<file path="config.mk">
export PLATFORM = sky130hd
export DESIGN_NAME = ghd_cordic_cell
export DESIGN_NICKNAME = d
export VERILOG_FILES = /design/src/sv/assert_macros.svh /design/src/sv/ghd_pkg.sv /design/src/sv/ghd_cordic_cell.sv
export SDC_FILE = /design/constraint.sdc
export NUM_CORES = 1
export LEC_CHECK = 0
export ABC_AREA = 1
export BUFFER_PORTS_ARGS = -buffer_cell sky130_fd_sc_hd__buf_2
export CORE_ASPECT_RATIO = 1.1
export CORE_MARGIN = 5
export CORE_UTILIZATION = 50
export DETAILED_ROUTE_END_ITERATION = 10
export PLACE_DENSITY = 0.75
export SLEW_MARGIN = 10
export SYNTH_ARGS = -nofsm -noshare
export SYNTH_HDL_FRONTEND = slang
export SYNTH_SLANG_ARGS = --single-unit
</file>
<file path="constraint.sdc">
create_clock -name clk -period 4.1 [get_ports clk]
set_clock_uncertainty 0.2 [all_clocks]
set_input_delay 1.025 -clock clk [delete_from_list [all_inputs] [get_ports clk]]
set_output_delay 1.025 -clock clk [all_outputs]
set_load 0.05 [all_outputs]
</file>
<file path="src/sv/assert_macros.svh">
// assertion macros used by the top-level rtl file
`ifndef ASSERT_MACROS_SVH
`define ASSERT_MACROS_SVH
`ifndef ASSERT_OFF
// concurrent check, masked while reset is high
`define ASSERT_CHECK(label, clk_s, rst_s, prop) \
  label: assert property (@(posedge clk_s) disable iff (rst_s) prop) \
    else $error("%m: check failed");
// concurrent check that also runs during reset
`define ASSERT_RESET(label, clk_s, prop) \
  label: assert property (@(posedge clk_s) prop) \
    else $error("%m: reset check failed");
`else
`define ASSERT_CHECK(label, clk_s, rst_s, prop)
`define ASSERT_RESET(label, clk_s, prop)
`endif
`endif

</file>
<file path="src/sv/ghd_pkg.sv">
// shared widths, constants and tables of the grid haversine distance unit
package ghd_pkg;

  // port field widths
  localparam int IN_W      = 12;
  localparam int REG_W     = 13;
  localparam int OUT_W     = 19;
  localparam int S_DATA_W  = 48;
  localparam int M_DATA_W  = 24;
  localparam int CFG_IDX_W = 2;

  // configuration register indexes
  localparam logic [CFG_IDX_W-1:0] CFG_GRID_COLUMNS = 2'd0;
  localparam logic [CFG_IDX_W-1:0] CFG_GRID_ROWS    = 2'd1;

  localparam logic [REG_W-1:0] GRID_COLUMNS_RESET = 13'd709;
  localparam logic [REG_W-1:0] GRID_ROWS_RESET    = 13'd500;
  localparam logic [REG_W-1:0] GRID_MIN           = 13'd2;

  // phase divider: dividend is {numerator, 32-bit fraction}
  localparam int NUM_W     = 25;
  localparam int DEN_W     = 15;
  localparam int PH_W      = 32;
  localparam int DVD_W     = NUM_W + PH_W;
  localparam int DIV_STEPS = DVD_W;
  localparam int NLANE     = 4;

  // lanes of the phase and sine path
  localparam int LANE_LON  = 0;
  localparam int LANE_LAT  = 1;
  localparam int LANE_COS1 = 2;
  localparam int LANE_COS2 = 3;

  // q2.30 datapath
  localparam int QW           = 31;
  localparam int CW           = 34;
  localparam int ZW           = 33;
  localparam int CORDIC_STEPS = 30;
  localparam int SQ_W         = 62;
  localparam int SQRT_STEPS   = 31;

  localparam logic [PH_W-1:0]      PI_Q30       = 32'd3373259426;
  localparam logic [QW-1:0]        HALF_PI_Q30  = 31'd1686629713;
  localparam logic signed [CW-1:0] GAIN_INV_Q30 = 34'sd652032874;
  localparam logic [QW-1:0]        ONE_Q30      = 31'h4000_0000;
  localparam logic [17:0]          DIST_SCALE   = 18'd203872;
  localparam logic [OUT_W-1:0]     SPAN_MAX     = 19'd320255;

  // arctangent of 2^-i in q2.30
  localparam logic [29:0] ATAN_TAB [CORDIC_STEPS] = '{
    30'h3243F6A8, 30'h1DAC6705, 30'h0FADBAFC, 30'h07F56EA6, 30'h03FEAB76,
    30'h01FFD55B, 30'h00FFFAAA, 30'h007FFF55, 30'h003FFFEA, 30'h001FFFFD,
    30'h000FFFFF, 30'h0007FFFF, 30'h0003FFFF, 30'h0001FFFF, 30'h0000FFFF,
    30'h00007FFF, 30'h00003FFF, 30'h00001FFF, 30'h00000FFF, 30'h000007FF,
    30'h000003FF, 30'h000001FF, 30'h000000FF, 30'h0000007F, 30'h0000003F,
    30'h0000001F, 30'h0000000F, 30'h00000007, 30'h00000003, 30'h00000001
  };

endpackage

</file>
<file path="src/sv/ghd_cordic_cell.sv">
// one micro-rotation of a cordic chain, rotation or vectoring mode
module ghd_cordic_cell import ghd_pkg::*; #(
  parameter int STEP      = 0,
  parameter bit VECTORING = 1'b0
) (
  input  logic                 clk,
  input  logic                 en,
  input  logic signed [CW-1:0] x_in,
  input  logic signed [CW-1:0] y_in,
  input  logic signed [ZW-1:0] z_in,
  output logic signed [CW-1:0] x_out,
  output logic signed [CW-1:0] y_out,
  output logic signed [ZW-1:0] z_out
);

  localparam logic signed [ZW-1:0] ANG = $signed({3'b000, ATAN_TAB[STEP]});

  logic signed [CW-1:0] xs;
  logic signed [CW-1:0] ys;
  logic                 turn_up;

  // arithmetic shifts round toward minus infinity
  assign xs = x_in >>> STEP;
  assign ys = y_in >>> STEP;

  // rotation follows the sign of z, vectoring drives y toward zero
  assign turn_up = VECTORING ? y_in[CW-1] : !z_in[ZW-1];

  always_ff @(posedge clk) begin
    if (en) begin
      if (turn_up) begin
        x_out <= x_in - ys;
        y_out <= y_in + xs;
        z_out <= z_in - ANG;
      end else begin
        x_out <= x_in + ys;
        y_out <= y_in - xs;
        z_out <= z_in + ANG;
      end
    end
  end

endmodule

</file>
==> results.py <==
metrics = {
    "power": {
        "p_leak_uw": 0.006646,
        "vdd_drop_max_mv": 0.1835,
        "p_total_uw": 4489,
        "power_density_nw_per_um2": 338.0,
    },
    "critical_path": {
        "worst-setup-path-type": "in2reg",
        "end_kind": "register",
        "cp.required_ns": 4.05,
        "worstPathArrival_ns": 3.17,
        "startpoint_type": "input port",
        "path_max_fanout": 13,
    },
    "finish": {
        "design_area_um2": 13280,
        "fillers": 2317,
        "final_layout_size_suffix_gt1_share_pct": 14.30,
        "syn_to_final_growth_pct": 12.88,
        "final_nets": 2166,
        "n_antenna_cell": 0,
    },
    "clocking": {
        "cts_tree": "yes",
        "cts_buffers": 9,
        "cts.sinks": 100,
        "clock_path_buffers": 2,
        "cts_root_buf": "clkbuf_16",
        "ctsHtreeMaxLevel": 3,
        "postCtsSetupBuffers": 0,
        "cts.repair.resized": 0,
        "path_clk_slew_ns": 0.09,
        "cts_hold_buf": 0,
    },
    "sta": {
        "fin_setup_tns_ns": 0,
        "tightest_slew_ns": 0.8379,
        "final.min_clock_period_ns": 3.227,
        "postLayoutSetupSlackWorst_ns": 0.8734,
        "fin_crit_sh_pct": 78.70,
        "rsz0062_at_grt": "no",
        "setup_viol": 0,
        "final_max_slew_viol_count": 0,
        "maxSlewHeadroom_pct": 44.14,
        "hold_viol": 0,
        "fmax_mhz": 309.9,
    },
    "synthesis": {
        "avgSynthCellArea_um2": 6.709,
        "syn_area_um2": 11770,
        "syn-num-nets": 1988,
        "netlist_instances": 1754,
        "yosys_register_bits": 100,
        "synthTopCellsByArea": "edfxtp_1 (26%), nand2_1 (15%), ha_1 (14%)",
        "ys_types": 48,
        "synth_area_leader_cell": "edfxtp_1",
        "ys_seq_area_share_pct": 25.52,
        "yosysWarnings": 0,
        "synth_top_area_share_pct": 25.52,
    },
    "floorplanning": {
        "die_area_um2": 26710,
        "core_um2": 23000,
        "row_count": 58,
        "die_x_um": 156.3,
        "start_util_pct": 51.15,
        "io_pins": 204,
        "die_h_um": 170.9,
    },
    "routing": {
        "first_pass_iters": 9,
        "wl_per_cell_um": 18.69,
        "dr.first_iter.drc_count": 1236,
        "viasPerCell": 5.665,
        "ant_nets": 0,
        "wirelength_um": 41800,
        "vias": 12673,
        "drc": 0,
    },
    "grt": {
        "antenna_found_initial": 0,
        "grt_pass1_vias": 12362,
        "grt-ovfl-total": 0,
        "grt_pass1_wl_um": 64360,
        "grt_max_degree": 71,
        "grt_usage_pct": 30.62,
    },
    "run_status": {
        "status": "complete, no violations",
    },
    "run": {
        "max_cap_viol_count": 0,
    },
    "placement": {
        "placed_area_um2": 12960,
        "gp_congestion": 0.9804,
        "port_buffers": 203,
        "dp_hpwl_um": 34840,
        "place_ws_ns": 0.4979,
    },
    "hold_path": {
        "min_path_type": "in2reg",
    },
}
==> per-stage QoR <==
| stage | instances | hold WS [ns] | util [%] |
|---|---|---|---|
| after floorplan | 1754 | 0.9239 | - |
| after global placement | 2221 | 1.002 | 56.35 |
| after detailed placement | 2221 | 1.003 | 56.35 |
| after CTS | 2237 | 0.6206 | 57.74 |
| after global routing | 2237 | 0.6133 | 57.74 |
| final | 2237 | 0.6262 | 57.74 |
==> kinds of logic after synthesis <==
| kind of cell | share of synthesized area [%] |
|---|---|
| AND/OR/NAND/NOR | 31.65 |
| AO/OA/AOI/OAI | 15.61 |
| flip-flops | 25.52 |
| multiplexers | 0.08506 |
| buffers and inverters | 9.601 |
| XOR/XNOR | 3.349 |
| adder cells (fa/ha/maj) | 14.18 |
==> where the power goes <==
part | internal (µW) | switching [µW] | leakage (µW)
sequential | 1320 | 41.9 | 0.000977
combinational | 567 | 1600 | 0.00552
clock | 447 | 511 | 0.000154
==> worst paths after layout <==
| kind | from | end | slack, ns | cells past startpoint |
|---|---|---|---|---|
| max | x_in[3] | x_out[16] | 0.87 | 11 |
| min | z_in[0] | z_out[0] | 0.63 | 1 |
==> synth_stat cells (all sizes together) <==
| cell type | count |
|---|---|
| nand2 | 478 |
| inv | 226 |
| nand3 | 170 |
| nor2 | 165 |
| a21oi | 159 |
| ha | 127 |
| o21ai | 110 |
| edfxtp | 100 |
| xor2 | 41 |
| buf | 38 |
| nor3 | 25 |
| nand4 | 20 |
| o21bai | 15 |
| a21o | 14 |
| o211ai | 8 |
| clkbuf | 7 |
| a31oi | 6 |
| o31ai | 6 |
| or2 | 6 |
| o22ai | 5 |
| fa | 4 |
| nand3b | 4 |
| nor4 | 4 |
| o21a | 4 |
| xnor2 | 4 |
| a211oi | 2 |
| a21boi | 2 |
| and2 | 2 |
| clkinv | 1 |
| mux2i | 1 |
==> final cells by class <==
class,instances,area [µm²],area share [%]
tap,300,375.4,2.826
timing repair buffer,212,1099,8.271
clock inverter,7,93.84,0.7065
clock buffer,9,225.2,1.696
multi-input combinational,1382,7635,57.48
inverter,227,852.1,6.415
sequential,100,3003,22.61
==> state kept, by name (all words and copies together) (netlist names) <==
register  cells
z_out        33
x_out        34
y_out        33
==> cells in the final DEF (no fill, tap or decap), types with 5 or more instances in the layout <==
| cell type | instances |
|---|---|
| buf_2 | 202 |
| nand4_1 | 20 |
| edfxtp_1 | 100 |
| o21ai_1 | 15 |
| ha_1 | 127 |
| buf_4 | 9 |
| nand2_2 | 6 |
| nand3_1 | 168 |
| a21o_1 | 14 |
| inv_2 | 8 |
| o31ai_1 | 5 |
| a21oi_1 | 154 |
| o211ai_1 | 8 |
| a31oi_1 | 6 |
| clkbuf_16 | 9 |
| o21ai_0 | 91 |
| o21bai_1 | 15 |
| xor2_1 | 41 |
| inv_1 | 219 |
| nor3_2 | 5 |
| nor2_1 | 155 |
| nor3_1 | 20 |
| o22ai_1 | 5 |
| a21oi_2 | 5 |
| nor2_2 | 8 |
| nand2_1 | 472 |
==> critical path, cell delays in order <==
cell and delay [ns]:
buf_2 0.10, inv_1 0.04, ha_1 0.59, nand2_1 0.24, o21ai_2 0.26, nand2_1 0.10
nand2_1 0.13, nand2_1 0.09, nand2_1 0.17, nor2_1 0.06, o31ai_1 0.37
==> per-layer routing <==
layer  wire length [µm]  vias to the layer above  GRT usage (%)
met2              20010                      623          53.16
met4               1428                        0          10.91
met3               3177                       90          3.542
met1              17190                     5785          39.36
li1                   -                     6175              -
met5                  0                        -              0
(Power assumes the default switching activity.)
