`config.mk`:
```
export PLATFORM = sky130hd
export DESIGN_NAME = ghd_div_cell
export DESIGN_NICKNAME = d
export VERILOG_FILES = /design/src/sv/assert_macros.svh /design/src/sv/ghd_pkg.sv /design/src/sv/ghd_div_cell.sv
export SDC_FILE = /design/constraint.sdc
export NUM_CORES = 1
export LEC_CHECK = 0
export BUFFER_PORTS_ARGS = -buffer_cell sky130_fd_sc_hd__buf_2
export CAP_MARGIN = 20
export CORE_MARGIN = 1.5
export CORE_UTILIZATION = 30
export CTS_CLUSTER_SIZE = 8
export DETAILED_ROUTE_END_ITERATION = 7
export PLACE_DENSITY_LB_ADDON = 0.08
export SYNTH_ARGS = -nofsm -noshare
export SYNTH_HDL_FRONTEND = slang
export SYNTH_SLANG_ARGS = --single-unit
```
`constraint.sdc`:
```
create_clock -name clk -period 7 [get_ports clk]
set_clock_uncertainty 0.1 [all_clocks]
set_input_delay 0.7 -clock clk [delete_from_list [all_inputs] [get_ports clk]]
set_output_delay 0.7 -clock clk [all_outputs]
set_load 0.1 [all_outputs]
```
`src/sv/assert_macros.svh`:
```
// assertion macros used by the top-level rtl file
`ifndef ASSERT_MACROS_SVH
`define ASSERT_MACROS_SVH
`ifndef ASSERT_OFF
// concurrent check, masked while reset is high
`define ASSERT_CHECK(label, clk_s, rst_s, prop) \
  label: assert property (@(posedge clk_s) disable iff (rst_s) prop) \
    else $error("%m: check failed");
// concurrent check that also runs during reset
`define ASSERT_RESET(label, clk_s, prop) \
  label: assert property (@(posedge clk_s) prop) \
    else $error("%m: reset check failed");
`else
`define ASSERT_CHECK(label, clk_s, rst_s, prop)
`define ASSERT_RESET(label, clk_s, prop)
`endif
`endif

```
`src/sv/ghd_pkg.sv`:
```
// shared widths, constants and tables of the grid haversine distance unit
package ghd_pkg;

  // port field widths
  localparam int IN_W      = 12;
  localparam int REG_W     = 13;
  localparam int OUT_W     = 19;
  localparam int S_DATA_W  = 48;
  localparam int M_DATA_W  = 24;
  localparam int CFG_IDX_W = 2;

  // configuration register indexes
  localparam logic [CFG_IDX_W-1:0] CFG_GRID_COLUMNS = 2'd0;
  localparam logic [CFG_IDX_W-1:0] CFG_GRID_ROWS    = 2'd1;

  localparam logic [REG_W-1:0] GRID_COLUMNS_RESET = 13'd709;
  localparam logic [REG_W-1:0] GRID_ROWS_RESET    = 13'd500;
  localparam logic [REG_W-1:0] GRID_MIN           = 13'd2;

  // phase divider: dividend is {numerator, 32-bit fraction}
  localparam int NUM_W     = 25;
  localparam int DEN_W     = 15;
  localparam int PH_W      = 32;
  localparam int DVD_W     = NUM_W + PH_W;
  localparam int DIV_STEPS = DVD_W;
  localparam int NLANE     = 4;

  // lanes of the phase and sine path
  localparam int LANE_LON  = 0;
  localparam int LANE_LAT  = 1;
  localparam int LANE_COS1 = 2;
  localparam int LANE_COS2 = 3;

  // q2.30 datapath
  localparam int QW           = 31;
  localparam int CW           = 34;
  localparam int ZW           = 33;
  localparam int CORDIC_STEPS = 30;
  localparam int SQ_W         = 62;
  localparam int SQRT_STEPS   = 31;

  localparam logic [PH_W-1:0]      PI_Q30       = 32'd3373259426;
  localparam logic [QW-1:0]        HALF_PI_Q30  = 31'd1686629713;
  localparam logic signed [CW-1:0] GAIN_INV_Q30 = 34'sd652032874;
  localparam logic [QW-1:0]        ONE_Q30      = 31'h4000_0000;
  localparam logic [17:0]          DIST_SCALE   = 18'd203872;
  localparam logic [OUT_W-1:0]     SPAN_MAX     = 19'd320255;

  // arctangent of 2^-i in q2.30
  localparam logic [29:0] ATAN_TAB [CORDIC_STEPS] = '{
    30'h3243F6A8, 30'h1DAC6705, 30'h0FADBAFC, 30'h07F56EA6, 30'h03FEAB76,
    30'h01FFD55B, 30'h00FFFAAA, 30'h007FFF55, 30'h003FFFEA, 30'h001FFFFD,
    30'h000FFFFF, 30'h0007FFFF, 30'h0003FFFF, 30'h0001FFFF, 30'h0000FFFF,
    30'h00007FFF, 30'h00003FFF, 30'h00001FFF, 30'h00000FFF, 30'h000007FF,
    30'h000003FF, 30'h000001FF, 30'h000000FF, 30'h0000007F, 30'h0000003F,
    30'h0000001F, 30'h0000000F, 30'h00000007, 30'h00000003, 30'h00000001
  };

endpackage

```
`src/sv/ghd_div_cell.sv`:
```
// one restoring division step of the phase divider chain
module ghd_div_cell import ghd_pkg::*; (
  input  logic             clk,
  input  logic             en,
  input  logic [DVD_W-1:0] dvd_in,
  input  logic [DEN_W-1:0] den_in,
  input  logic [DEN_W-1:0] rem_in,
  input  logic [PH_W-1:0]  quo_in,
  output logic [DVD_W-1:0] dvd_out,
  output logic [DEN_W-1:0] den_out,
  output logic [DEN_W-1:0] rem_out,
  output logic [PH_W-1:0]  quo_out
);

  logic [DEN_W:0] trial;
  logic [DEN_W:0] diff;
  logic           ge;

  // bring down the next dividend bit and try the subtract
  assign trial = {rem_in, dvd_in[DVD_W-1]};
  assign diff  = trial - {1'b0, den_in};
  assign ge    = (trial >= {1'b0, den_in});

  always_ff @(posedge clk) begin
    if (en) begin
      dvd_out <= {dvd_in[DVD_W-2:0], 1'b0};
      den_out <= den_in;
      rem_out <= ge ? diff[DEN_W-1:0] : trial[DEN_W-1:0];
      quo_out <= {quo_in[PH_W-2:0], ge};
    end
  end

endmodule

```
==> impl_metrics.tcl <==
set metrics [dict create \
    synth_xor_area_share_pct 1.71 \
    finalMaxSlewViolations 0 \
    hpwl_mm 8.62 \
    seq_power_share_pct 35.4 \
    portBuffers 237 \
    ioPinCount 240 \
    start_kind "primary input" \
    synth-simple-area-share_pct 4.06 \
    combPwrFrac_pct 27.3 \
    syn_to_final_growth_pct 43.4 \
    peakVddDrop_mv 0.155 \
    clockBufferDepth 2 \
    cpPeakStageDelay_ns 0.61 \
    synth_fp_nets 398 \
    rsz0062_at_grt "no" \
    routed_via_density 4.42 \
    cts_resized 0 \
    vias 3146 \
    seqCellArea_sq_um 3540 \
    synth.ff_latch_count 118 \
    drt-wirelength-per-cell_um 15.9 \
    layout_setup_ws_ns 3.76 \
    drtIter0Drc 166 \
    cap_violations 0 \
    die_y_um 127 \
    multi_input_area_sq_um 950 \
    drive_gt1_share_pct 53.9 \
    ctsHoldBuffers 0 \
    hold_path_depth 1 \
    ys_seq_area_share_pct 76.7 \
    tritoncts "yes" \
    hold_class "in -> reg" \
    gp_congestion 0.745 \
    grt_pass1_vias 3093 \
    grt_pass1_wl_mm 16.7 \
    grt_usage_pct 13.9 \
    clk_pin_slew_ns 0.05 \
    setup_viol 0 \
    num_rows 45 \
    crit_path_top_delay_cell "a311o_1" \
    switching_share_pct 35.1 \
    clock-sinks 118 \
    synth-compound-area-share_pct 6.15 \
    antenna_left 0 \
    hp-start "dvd_in[32]" \
    dpl_worst_slack_ns 3.29 \
    critPathMaxFanout 9 \
    run_status "complete, no violations" \
    synthCells 261 \
    synth_fa_ha_area_share_pct 4.49 \
    syn-cell-area_sq_um 4620 \
    wl_mm 11.4 \
    antenna_found_initial 2 \
    p_int_mw 1.59 \
    die_w_um 127 \
    tightestPinTransition_ns 0.779 \
    critPathCaptureType "register" \
    post-cts-setup-buffers 0 \
    max_freq_mhz 309 \
    synth_mux_area_share_pct 4.06 \
    min_to "dvd_out[33]$_DFFE_PP_" \
    fin_crit_sh_pct 46.3 \
    dr.pass1.iters 4 \
    hold_violations 0 \
    critical_path_buf_inv_count 3 \
    core_sq_um 15100 \
    start_util_pct 30.5 \
    netSwitchingPower_mw 0.858 \
    p_per_area_nw_per_um2 369 \
    path_cells "buf_2 -> inv_1 -> ha_1 -> fa_1 -> nand2b_1 -> a21oi_1 -> o221ai_1 -> o2111ai_1 -> a311o_1 -> buf_8 -> mux2_2" \
    die_area_sq_um 16200 \
    ys_warn_count 0 \
    period_minus_slack_ns 3.24 \
    timing.setup.tns_ns 0 \
    cp.depth 11 \
    drc_errors 0 \
    cts_htree_levels 4 \
    synth.avg_cell_area_sq_um 17.7 \
    cts_buffers 17 \
    worstPathRequired_ns 7.05 \
    synth_top_family_by_area "compound AO/OA/AOI/OAI gates" \
    critical_path_class "in -> reg" \
    critPathArrivalTime_ns 3.29 \
    path_delay_family "compound AO/OA/AOI/OAI gates" \
    nets 650 \
    cts_root_buffer "clkbuf_16" \
    clockPowerShare_pct 37.3 \
    leakagePower_nw 2.89 \
    ys_types 41 \
    nFillCells 1400 \
    slew_headroom_pct 48.0 \
    grt_overflow 0 \
    grt_max_degree 62 \
]
power by group through the flow:
stage / combinational [mW] / sequential [mW] / clock, mW
3_5_place_dp: 0.673 / 0.881 / 0
6_report: 0.669 / 0.866 / 0.913
4_1_cts: 0.674 / 0.867 / 0.936
5_1_grt: 0.693 / 0.872 / 0.965
2_1_floorplan: 0.0960 / 1.33 / 0
3_3_place_gp: 0.669 / 0.879 / 0
kinds of logic after synthesis:
logic type,count (synthesis)
compound gates,38
xor+xnor,9
fa+ha+maj,16
buf+inv,25
flops,118
mux,15
other cells,1
simple gates,39
cells in the final DEF, fill, tap and decap left out, types with 2 or more instances in the layout:
cell | Yosys | routed
buf_2 | 0 | 236
edfxtp_1 | 118 | 118
inv_1 | 19 | 19
clkbuf_16 | 0 | 17
ha_1 | 15 | 15
nand2_1 | 13 | 13
nor2_1 | 9 | 9
xnor2_1 | 7 | 7
a21oi_1 | 6 | 6
o21ai_0 | 6 | 6
mux2_4 | 6 | 6
mux2_2 | 6 | 6
bufinv_16 | 0 | 5
o21a_1 | 4 | 4
nand2b_1 | 4 | 4
nand3_1 | 4 | 4
o21ai_1 | 3 | 3
nand4_1 | 3 | 3
a211oi_1 | 3 | 3
mux2i_1 | 3 | 3
a21oi_4 | 2 | 2
nor2b_1 | 2 | 2
a31oi_1 | 2 | 2
nand4b_1 | 2 | 2
xor2_1 | 2 | 2
o311a_1 | 2 | 2
clkinv_1 | 0 | 2
clkinv_2 | 0 | 2
buf_4 | 1 | 2
flip-flops by register name, summed over array words and instances, names as in the netlist:
signal,count
den_out,15
dvd_out,56
quo_out,32
rem_out,15
per-stage QoR:
step	util [%]	power (mW)	cells	hold WS, ns	area (sq um)
after floorplan	-	1.43	261	0.699	4620
after global placement	39.6	1.55	681	0.777	6000
after detailed placement	39.7	1.55	682	0.778	6010
after CTS	43.7	2.48	711	0.341	6620
after global routing	43.7	2.53	711	0.341	6620
final	43.8	2.45	712	0.365	6630
layer usage:
| metal | up-vias | share of wire, % | track usage [%] |
|---|---|---|---|
| li1 | 1509 | - | - |
| met1 | 1474 | 41 | 16.1 |
| met2 | 153 | 48 | 22.4 |
| met3 | 8 | 10 | 7.16 |
| met4 | 2 | 0.96 | 4.81 |
| met5 | - | 0.088 | 0 |
synth_stat cells, drive strengths merged:
cell type / instances / share of area, %
o31ai: 1 / 0.27
buf: 4 / 1.1
nand2b: 4 / 0.54
fa: 1 / 0.43
a211oi: 3 / 0.49
a21boi: 1 / 0.16
inv: 19 / 1.5
nand4b: 2 / 0.38
ha: 15 / 4.1
o21a: 4 / 0.65
and2: 1 / 0.14
a21oi: 9 / 1.5
a311o: 1 / 0.22
o211ai: 1 / 0.16
o21ai: 9 / 0.97
mux2i: 3 / 0.65
nor3: 1 / 0.11
o41ai: 1 / 0.19
nand3: 4 / 0.43
nand2: 13 / 1.1
xnor2: 7 / 1.3
conb: 1 / 0.081
o221ai: 1 / 0.19
clkbuf: 2 / 0.16
o311a: 2 / 0.43
o2111ai: 1 / 0.19
mux2: 12 / 3.4
xor2: 2 / 0.38
a211o: 1 / 0.22
nor2b: 2 / 0.27
nor2: 9 / 0.73
a31oi: 2 / 0.27
nand4: 3 / 0.41
o311ai: 1 / 0.19
edfxtp: 118 / 77
worst max-delay path by stage:
| stage | start | endpoint |
|---|---|---|
| 2_1_floorplan | dvd_in[56] | rem_out[11]$_DFFE_PP_ |
| 3_3_place_gp | dvd_in[56] | rem_out[6]$_DFFE_PP_ |
| 3_5_place_dp | dvd_in[56] | rem_out[3]$_DFFE_PP_ |
| 4_1_cts | dvd_in[56] | rem_out[6]$_DFFE_PP_ |
| 5_1_grt | dvd_in[56] | rem_out[3]$_DFFE_PP_ |
| 6_report | dvd_in[56] | rem_out[6]$_DFFE_PP_ |
layout make-up:
cell class,instances,area share [%]
Antenna cell,1,0.0378
Clock buffer,18,6.48
Clock inverter,11,2.78
Inverter,19,1.08
Multi-Input combinational cell,118,14.3
Sequential cell,118,53.5
Tap cell,188,3.55
Timing Repair Buffer,239,18.3
Note: power is estimated with default switching activity, not from simulation.
